## src/design/rft_pkg.sv

```systemverilog
package rft_pkg;

  localparam int unsigned MaxLenDefault = 64;
  localparam int unsigned RowsWidth     = 7;
  localparam int unsigned ByteWidth     = 8;
  localparam int unsigned PaddrWidth    = 3;
  localparam int unsigned PdataWidth    = 32;

  localparam logic [0:0] RegNumRows = 1'b0;
  localparam logic [RowsWidth-1:0] NumRowsReset = RowsWidth'(1);

  typedef enum logic [1:0] {
    ST_LOAD,
    ST_READ,
    ST_SHOW
  } rft_state_e;

  typedef struct packed {
    logic load;
    logic start;
    logic step;
    logic done;
  } rft_cmd_t;

  typedef struct packed {
    logic out_last;
  } rft_stat_t;

endpackage

```

## src/design/rft_if.sv

```systemverilog
interface rft_in_if;
  import rft_pkg::*;
  logic                 valid;
  logic                 ready;
  logic [ByteWidth-1:0] in_byte;
  logic                 in_last;

  modport source (output valid, output in_byte, output in_last, input ready);
  modport sink   (input valid, input in_byte, input in_last, output ready);
endinterface

interface rft_out_if;
  import rft_pkg::*;
  logic                 valid;
  logic                 ready;
  logic [ByteWidth-1:0] out_byte;
  logic                 out_last;

  modport source (output valid, output out_byte, output out_last, input ready);
  modport sink   (input valid, input out_byte, input out_last, output ready);
endinterface

```

## src/design/rft_ctrl.sv

```systemverilog
module rft_ctrl import rft_pkg::*; (
  input  logic      clk_i,
  input  logic      rst_ni,
  input  logic      in_valid_i,
  input  logic      in_last_i,
  output logic      in_ready_o,
  output logic      out_valid_o,
  input  logic      out_ready_i,
  input  rft_stat_t stat_i,
  output rft_cmd_t  cmd_o
);

  rft_state_e state_q, state_d;

  always_ff @(posedge clk_i or negedge rst_ni) begin
    if (!rst_ni) begin
      state_q <= ST_LOAD;
    end else begin
      state_q <= state_d;
    end
  end

  always_comb begin
    state_d     = state_q;
    in_ready_o  = 1'b0;
    out_valid_o = 1'b0;
    cmd_o       = '0;
    case (state_q)
      ST_LOAD: begin
        in_ready_o = 1'b1;
        if (in_valid_i) begin
          cmd_o.load = 1'b1;
          if (in_last_i) begin
            cmd_o.start = 1'b1;
            state_d     = ST_READ;
          end
        end
      end
      ST_READ: begin
        cmd_o.step = 1'b1;
        state_d    = ST_SHOW;
      end
      ST_SHOW: begin
        out_valid_o = 1'b1;
        if (out_ready_i) begin
          if (stat_i.out_last) begin
            cmd_o.done = 1'b1;
            state_d    = ST_LOAD;
          end else begin
            state_d = ST_READ;
          end
        end
      end
      default: begin
        state_d = ST_LOAD;
      end
    endcase
  end

endmodule

```

## src/design/rft_dp.sv

```systemverilog
module rft_dp import rft_pkg::*; #(
  parameter int unsigned MAX_LEN = MaxLenDefault
) (
  input  logic                 clk_i,
  input  logic                 rst_ni,
  input  rft_cmd_t             cmd_i,
  input  logic [RowsWidth-1:0] num_rows_i,
  input  logic [ByteWidth-1:0] in_byte_i,
  output logic [ByteWidth-1:0] out_byte_o,
  output rft_stat_t            stat_o
);

  localparam int unsigned AW = (MAX_LEN > 1) ? $clog2(MAX_LEN) : 1;
  localparam int unsigned CW = $clog2(MAX_LEN + 1);
  localparam int unsigned SW = RowsWidth + 2;
  localparam int unsigned NW = ((CW > SW) ? CW : SW) + 1;

  logic [ByteWidth-1:0] mem_q [MAX_LEN];
  logic [ByteWidth-1:0] rd_q;
  logic [CW-1:0]        count_q, count_d;
  logic [CW-1:0]        pos_q, pos_d;
  logic [CW-1:0]        rail_q, rail_d;
  logic [CW-1:0]        sent_q, sent_d;
  logic                 phase_q, phase_d;

  logic                 pass;
  logic [SW-1:0]        rows_w, rail_w, cyc_w, step_w;
  logic [NW-1:0]        next_w;

  assign rows_w = SW'(num_rows_i);
  assign rail_w = SW'(rail_q);
  assign cyc_w  = (rows_w - SW'(1)) << 1;
  assign pass   = (num_rows_i <= RowsWidth'(1)) || (count_q <= CW'(1));

  always_comb begin
    if (pass) begin
      step_w = SW'(1);
    end else if ((rail_q == '0) || (rail_w == rows_w - SW'(1))) begin
      step_w = cyc_w;
    end else if (phase_q) begin
      step_w = rail_w << 1;
    end else begin
      step_w = cyc_w - (rail_w << 1);
    end
  end

  assign next_w = NW'(pos_q) + NW'(step_w);

  always_comb begin
    count_d = count_q;
    pos_d   = pos_q;
    rail_d  = rail_q;
    sent_d  = sent_q;
    phase_d = phase_q;
    if (cmd_i.load && (count_q < CW'(MAX_LEN))) begin
      count_d = count_q + CW'(1);
    end
    if (cmd_i.start) begin
      pos_d   = '0;
      rail_d  = '0;
      sent_d  = '0;
      phase_d = 1'b0;
    end
    if (cmd_i.step) begin
      sent_d = sent_q + CW'(1);
      if (next_w >= NW'(count_q)) begin
        rail_d  = rail_q + CW'(1);
        pos_d   = rail_q + CW'(1);
        phase_d = 1'b0;
      end else begin
        pos_d   = next_w[CW-1:0];
        phase_d = ~phase_q;
      end
    end
    if (cmd_i.done) begin
      count_d = '0;
    end
  end

  always_ff @(posedge clk_i or negedge rst_ni) begin
    if (!rst_ni) begin
      count_q <= '0;
      pos_q   <= '0;
      rail_q  <= '0;
      sent_q  <= '0;
      phase_q <= 1'b0;
    end else begin
      count_q <= count_d;
      pos_q   <= pos_d;
      rail_q  <= rail_d;
      sent_q  <= sent_d;
      phase_q <= phase_d;
    end
  end

  always_ff @(posedge clk_i) begin
    if (cmd_i.load && (count_q < CW'(MAX_LEN))) begin
      mem_q[count_q[AW-1:0]] <= in_byte_i;
    end
    if (cmd_i.step) begin
      rd_q <= mem_q[pos_q[AW-1:0]];
    end
  end

  assign out_byte_o      = rd_q;
  assign stat_o.out_last = (sent_q == count_q);

endmodule

```

## src/design/rail_fence_transposer.sv

```systemverilog
// Channel | Direction | Payload             | Transfer when
// in_ch_i | sink      | in_byte, in_last    | valid & ready
// out_ch_o| source    | out_byte, out_last  | valid & ready
// cfg     | APB slave | num_rows at 0x0     | psel & penable & pwrite
// Loading: one byte per cycle; ready drops after the byte marked last.
// Emission: each output byte is first read from the store into a register, then offered until taken.
// A message is loaded in full before its first byte goes out.
// Reset clears the byte count, the control state and num_rows (to 1).
// A stalled output holds the byte; no new input is taken until the last goes out.
module rail_fence_transposer import rft_pkg::*; #(
  parameter int unsigned MAX_LEN = MaxLenDefault
) (
  input  logic                  clk_i,
  input  logic                  rst_ni,
  rft_in_if.sink                in_ch_i,
  rft_out_if.source             out_ch_o,
  input  logic                  psel,
  input  logic                  penable,
  input  logic                  pwrite,
  input  logic [PaddrWidth-1:0] paddr,
  input  logic [PdataWidth-1:0] pwdata,
  output logic [PdataWidth-1:0] prdata,
  output logic                  pready
);

  logic [RowsWidth-1:0] num_rows_q;
  rft_cmd_t             cmd;
  rft_stat_t            stat;
  logic                 reg_sel;

  assign pready  = 1'b1;
  assign reg_sel = (paddr[PaddrWidth-1:2] == RegNumRows);

  always_ff @(posedge clk_i or negedge rst_ni) begin
    if (!rst_ni) begin
      num_rows_q <= NumRowsReset;
    end else if (psel && penable && pwrite && reg_sel) begin
      num_rows_q <= pwdata[RowsWidth-1:0];
    end
  end

  assign prdata = reg_sel ? PdataWidth'(num_rows_q) : '0;

  rft_ctrl u_ctrl (
    .clk_i      (clk_i),
    .rst_ni     (rst_ni),
    .in_valid_i (in_ch_i.valid),
    .in_last_i  (in_ch_i.in_last),
    .in_ready_o (in_ch_i.ready),
    .out_valid_o(out_ch_o.valid),
    .out_ready_i(out_ch_o.ready),
    .stat_i     (stat),
    .cmd_o      (cmd)
  );

  rft_dp #(
    .MAX_LEN(MAX_LEN)
  ) u_dp (
    .clk_i     (clk_i),
    .rst_ni    (rst_ni),
    .cmd_i     (cmd),
    .num_rows_i(num_rows_q),
    .in_byte_i (in_ch_i.in_byte),
    .out_byte_o(out_ch_o.out_byte),
    .stat_o    (stat)
  );

  assign out_ch_o.out_last = stat.out_last;

endmodule
```

## src/flat_wrapper.sv

```systemverilog
// flat-port wrapper written by rule: the top's interface ports become plain ports
module rail_fence_transposer_flat import rft_pkg::*;
#(
  parameter int unsigned MAX_LEN = MaxLenDefault
)
  (clk_i, rst_ni, psel, penable, pwrite, paddr, pwdata, prdata, pready, in_ch_i_valid, in_ch_i_in_byte, in_ch_i_in_last, in_ch_i_ready, out_ch_o_valid, out_ch_o_out_byte, out_ch_o_out_last, out_ch_o_ready);
  rft_in_if in_ch_i_i ();
  rft_out_if out_ch_o_i ();
  input  logic clk_i;
  input  logic rst_ni;
  input  logic psel;
  input  logic penable;
  input  logic pwrite;
  input  logic [PaddrWidth-1:0] paddr;
  input  logic [PdataWidth-1:0] pwdata;
  output logic [PdataWidth-1:0] prdata;
  output logic pready;
  input wire logic [$bits(in_ch_i_i.valid)-1:0] in_ch_i_valid;
  input wire logic [$bits(in_ch_i_i.in_byte)-1:0] in_ch_i_in_byte;
  input wire logic [$bits(in_ch_i_i.in_last)-1:0] in_ch_i_in_last;
  output wire logic [$bits(in_ch_i_i.ready)-1:0] in_ch_i_ready;
  output wire logic [$bits(out_ch_o_i.valid)-1:0] out_ch_o_valid;
  output wire logic [$bits(out_ch_o_i.out_byte)-1:0] out_ch_o_out_byte;
  output wire logic [$bits(out_ch_o_i.out_last)-1:0] out_ch_o_out_last;
  input wire logic [$bits(out_ch_o_i.ready)-1:0] out_ch_o_ready;
  assign in_ch_i_i.valid = in_ch_i_valid;
  assign in_ch_i_i.in_byte = in_ch_i_in_byte;
  assign in_ch_i_i.in_last = in_ch_i_in_last;
  assign in_ch_i_ready = in_ch_i_i.ready;
  assign out_ch_o_valid = out_ch_o_i.valid;
  assign out_ch_o_out_byte = out_ch_o_i.out_byte;
  assign out_ch_o_out_last = out_ch_o_i.out_last;
  assign out_ch_o_i.ready = out_ch_o_ready;
  rail_fence_transposer #(.MAX_LEN(MAX_LEN)) u_core (.clk_i(clk_i), .rst_ni(rst_ni), .in_ch_i(in_ch_i_i), .out_ch_o(out_ch_o_i), .psel(psel), .penable(penable), .pwrite(pwrite), .paddr(paddr), .pwdata(pwdata), .prdata(prdata), .pready(pready));
endmodule
```

## config.mk

```make
export PLATFORM = sky130hd
export DESIGN_NAME = rail_fence_transposer_flat
export DESIGN_NICKNAME = d
export VERILOG_FILES = /design/src/design/rft_pkg.sv /design/src/design/rft_if.sv /design/src/design/rft_ctrl.sv /design/src/design/rft_dp.sv /design/src/design/rail_fence_transposer.sv /design/src/flat_wrapper.sv
export SDC_FILE = /design/constraint.sdc
export NUM_CORES = 1
export LEC_CHECK = 0
export ABC_AREA = 1
export BUFFER_PORTS_ARGS = -buffer_cell sky130_fd_sc_hd__buf_2
export CELL_PAD_IN_SITES_DETAIL_PLACEMENT = 1
export CELL_PAD_IN_SITES_GLOBAL_PLACEMENT = 1
export CORE_ASPECT_RATIO = 0.8
export CORE_MARGIN = 1.5
export CORE_UTILIZATION = 50
export DETAILED_ROUTE_END_ITERATION = 8
export PLACE_DENSITY = 0.87
export SLEW_MARGIN = 40
export SYNTH_ARGS = -nofsm -noshare
export SYNTH_HDL_FRONTEND = slang
export SYNTH_SLANG_ARGS = --single-unit
```

## constraint.sdc

```tcl
create_clock -name clk_i -period 5.1 [get_ports clk_i]
set_input_delay 0.255 -clock clk_i [delete_from_list [all_inputs] [get_ports clk_i]]
set_output_delay 0.255 -clock clk_i [all_outputs]
set_load 0.005 [all_outputs]
```

==> results.md <==
- The critical path arrival is ~5.4 ns.
- Summing over every cut layer, the via total after detailed routing is between 15000 and 20000.
- The top-level I/O count is 95.
- In this run the core area contains just over 70 standard-cell rows.
- Clock skew on the completed layout was measured at roughly 0.024 ns.
- Across every metal layer, demand over resource in global routing totals 0.299.
- The switching portion of total power is 0.400.
- For this design the ratio of total power to cell area is about 570 nW/um^2.
- The min-delay analysis places its worst path in the category in -> reg.
- The remaining design rule violation count is 2.
- The pin slew with the least headroom to its limit is between 0.9 and 1 ns.
- Summing all placed instances gives a cell area of 24600 um^2.
- The final count of pins violating max slew is 0.
- The count of nets left with antenna violations once routing finished came out at 0.
- The number of cells on the worst reg-to-reg path is 26.
- The number of global-route vias before repair was 17900.
- The mean area per synthesized cell is roughly 12 um^2.
- Of the total power, the clock network draws 0.277.
- In the final layout, the share of cells above drive strength 1 is 0.120.
- The number of iterations in the first detailed-routing pass is 8.
- Among all stages on the critical path, the largest delay is contributed by dfstp_2.
- The analysis attributes to cell leakage a power of around 9 nW.
- Of the available clock period, the critical path in the final layout requires 0.951.
- The overall die height is roughly 200 um.
- The top cell family by delay on the critical path is adder cells.
- The normalized max-slew margin is 0.397.
- In the synthesized netlist the dominant register cell turns out to be edfxtp_1.
- The worst register-to-register path ends at u_core.u_dp.pos_q[4].
- STA classifies the critical path startpoint as a flip-flop.
- The number of max-cap violations is 0.
- The initial core utilization is 0.508.
- The width of the die is between 200 and 250 um.
- The critical path endpoint category is a flip-flop.
- The peak supply drop is 0.000325 V.
- Subtracting the final worst setup slack from the clock period gives 4.85 ns.
- Of all flip-flops after synthesis, the portion carrying an async set or reset was 0.0681.
- Among the stages of the critical path, the cell type that occurs most often is inv_1.
- Final hold analysis gives a worst-case slack of 0.0998 ns.
- The worst slack at placement is -0.00926 ns.
- The number of standard cells in the layout, taps in and fillers out is about 2700.
- Clock-pin slew was measured on the worst setup and hold paths at approximately 0.07 ns.
- TritonCTS built the clock tree.
- The critical-path maximum fanout is 7.
- The total detailed-routing wirelength is 73700 um.
- The first global-routing pass estimated 110000 um of wire.
- The floorplan step defined a die boundary enclosing a little under 50000 um^2.
- The reg-to-reg critical path startpoint is u_core.num_rows_q[0].
- The congestion estimate from routability-driven global placement came to 0.865.
- The count of yosys warnings during synthesis is 0.
- The number of antenna violations at the first check in global routing was 0.
- The total count of hold-check failures in the final report is 0.
- Once layout is complete, the utilization of the core stands at 0.566.
- The startpoint-to-endpoint class of the critical path is reg -> reg.
- The total instance count after detailed placement is between 2000 and 3000.
- The beginning of the worst hold path is in_ch_i_in_last.
- The flop and latch count out of synthesis is between 500 and 600.
- After the last flow step, the layout net total stands at 2153.
- Timing would allow up to 0.206 GHz.
- The number of inserted diodes is 0.
- In the layout the commonest cells are edfxtp_1, nor2_1, o21ai_0.
- The number of sinks on the clock net is approximately 560.
- The critical path runs through a total of 26 cells.
- After detailed routing, the number of vias per cell comes to approximately 6.4.
- The flow ran to the end, but the final reports show violations.
- The H-tree was split into 2 levels.
- Setup violations remaining at the end of the flow were counted as 0.
- The clock reaches the later pin of the worst-skew pair after about 0.63 ns.
- The final reports fail on DRC.
- The largest buffer count on any clock path is 3.
- From synthesis to final layout, the design area changed by 11.6%.
- The number of distinct library cells after synthesis is 46.
- The quantity of I/O buffers inserted on ports is about 40.
- The worst hold path passes through 4 cells.
- The total CTS buffers is 55.
- After legalization and detailed placement, the total HPWL measured between 40000 and 50000 um.
- At the worst endpoint, the required time is 5.60 ns.
- The total grt overflow is 0.
- The longest individual stage delay on the worst path is 0.56 ns.
- In this run the cell area of the synthesized design comes to 23900 um^2.
- The path with the worst hold slack has its endpoint at u_core.u_dp.rail_q[2].
- The analysis attributes to net switching a power of approximately 6.1 mW.
- The largest net degree at the start of global routing is 115.
- The starting DRC count in detailed routing is between 2000 and 2500.
- The clock tree root buffer cell is clkbuf_16.
- The number of enable flip-flop cells after synthesis is 520.
- The design area is roughly 27000 um^2.
- Setup slack on the critical path of the routed design comes to between 0.2 and 0.25 ns.
- The critical path buffer and inverter count is 6.
- The region available for standard cell placement spans 47200 um^2.
- The internal power of the cells totals approximately 9.2 mW.
- Dividing the detail-routed wire length by the instance count gives ~27 um.
- The sequential power share is 0.360.
- The register area share after synthesis is 0.692.
- The share of total power dissipated in combinational logic is 0.363.
- The most common cell after layout, fill and taps aside is edfxtp_1.
- The setup check on the worst reg-to-reg path leaves a slack of approximately 0.25 ns.
- The cell count after synthesis came out at approximately 2100.
## worst max path at each step
| stage | from | endpoint | slack, ns |
|---|---|---|---|
| 2_1_floorplan | u_core.num_rows_q[0] | u_core.u_dp.pos_q[0] | 0.62 |
| 3_5_place_dp | u_core.num_rows_q[0] | u_core.u_dp.pos_q[4] | -0.009 |
| 6_report | u_core.num_rows_q[0] | u_core.u_dp.pos_q[4] | 0.25 |
| 5_1_grt | u_core.num_rows_q[2] | u_core.u_dp.pos_q[0] | -0.05 |
| 4_1_cts | u_core.num_rows_q[0] | u_core.u_dp.pos_q[4] | 0.0008 |
| 3_3_place_gp | u_core.num_rows_q[0] | u_core.u_dp.rail_q[3] | 0.24 |
## metrics by stage
step,TNS (ns),power [mW]
after CTS,0,15.0
after global routing,-0.357,15.9
after global placement,0,10.3
after floorplan,0,8.83
final,0,15.3
after detailed placement,-0.00967,10.7
## cells in the mapped netlist (2+ instances only)
master | n | area (um^2)
dfrtp_1 | 37 | 926
o211ai_1 | 13 | 97.6
o22ai_1 | 133 | 832
ha_1 | 28 | 350
o21bai_1 | 4 | 30.0
nor3_1 | 9 | 45.0
buf_4 | 30 | 225
fa_1 | 2 | 40.0
xor2_1 | 14 | 123
buf_1 | 6 | 22.5
nand3_1 | 59 | 295
o221ai_1 | 22 | 193
clkbuf_1 | 91 | 342
nand2_2 | 5 | 31.3
a21oi_1 | 31 | 155
or2_2 | 6 | 37.5
o21ai_1 | 5 | 25.0
nand4_1 | 14 | 87.6
inv_1 | 89 | 334
nand2_4 | 2 | 22.5
inv_2 | 7 | 26.3
nand2_1 | 121 | 454
o21ai_0 | 333 | 1670
edfxtp_1 | 520 | 15600
o311ai_1 | 3 | 26.3
xnor2_1 | 2 | 17.5
clkinv_1 | 2 | 7.51
nand3b_1 | 3 | 22.5
conb_1 | 2 | 7.51
buf_2 | 18 | 90.1
nor2_1 | 434 | 1630
## kinds of logic after synthesis
kind of cell | Yosys count | share of synthesized area
xor gates and xnor gates | 16 | 0.00585
adders and majority gates | 30 | 0.0163
DFF | 558 | 0.692
other | 2 | 0.000314
AOI/OAI and AO/OA | 552 | 0.130
buffers and inverters | 244 | 0.0442
and+or+nand+nor | 658 | 0.112
## routing by layer
| layer | track usage | vias to the layer above | wire length (um) |
|---|---|---|---|
| met1 | 0.409 | 8842 | 29100 |
| met5 | 0 | - | 0 |
| met2 | 0.484 | 960 | 35400 |
| met4 | 0.112 | 0 | 2420 |
| met3 | 0.0482 | 176 | 6760 |
| li1 | - | 7421 | - |
## timing repair
action / 4_1_cts / 5_1_grt
pin swaps: 0 / 5
gates resized for setup: 2 / 11
buffers inserted: 0 / 4
hold endpoints to repair: 47 / 0
hold buffers: 9 / 0
setup endpoints to repair: 15 / 15
## cell type report
| cell class | count | area [um^2] |
|---|---|---|
| Clock buffer | 61 | 1420 |
| Clock inverter | 40 | 419 |
| Fill cell | 4799 | 20500 |
| Inverter | 98 | 374 |
| Multi-Input combinational cell | 1282 | 6620 |
| Sequential cell | 558 | 16600 |
| Tap cell | 620 | 776 |
| Timing Repair Buffer | 77 | 534 |
## power groups by stage
stage	clock [mW]	sequential (mW)	combinational, mW
2_1_floorplan	0	5.43	3.40
3_3_place_gp	0	5.58	4.76
3_5_place_dp	0	5.60	5.11
4_1_cts	4.25	5.51	5.27
5_1_grt	4.39	5.54	5.93
6_report	4.24	5.52	5.56
## sequential cells by signal, summed over array words and instances (netlist names)
name	flops
u_core.u_dp.rail_q	7
u_core.u_dp.sent_q	7
u_core.u_dp.count_q	7
u_core.num_rows_q	7
u_core.u_dp.mem_q	512
u_core.u_dp.out_byte_o	8
u_core.u_dp.phase_q	1
u_core.u_dp.pos_q	7
u_core.u_ctrl.state_q	2
## tightest hold or removal path, delay by kind of cell
family | cells | cell delay [ns]
buffers and inverters | 1 | 0.10
and+or+nand+nor | 3 | 0.33
(Power assumes the default switching activity.)
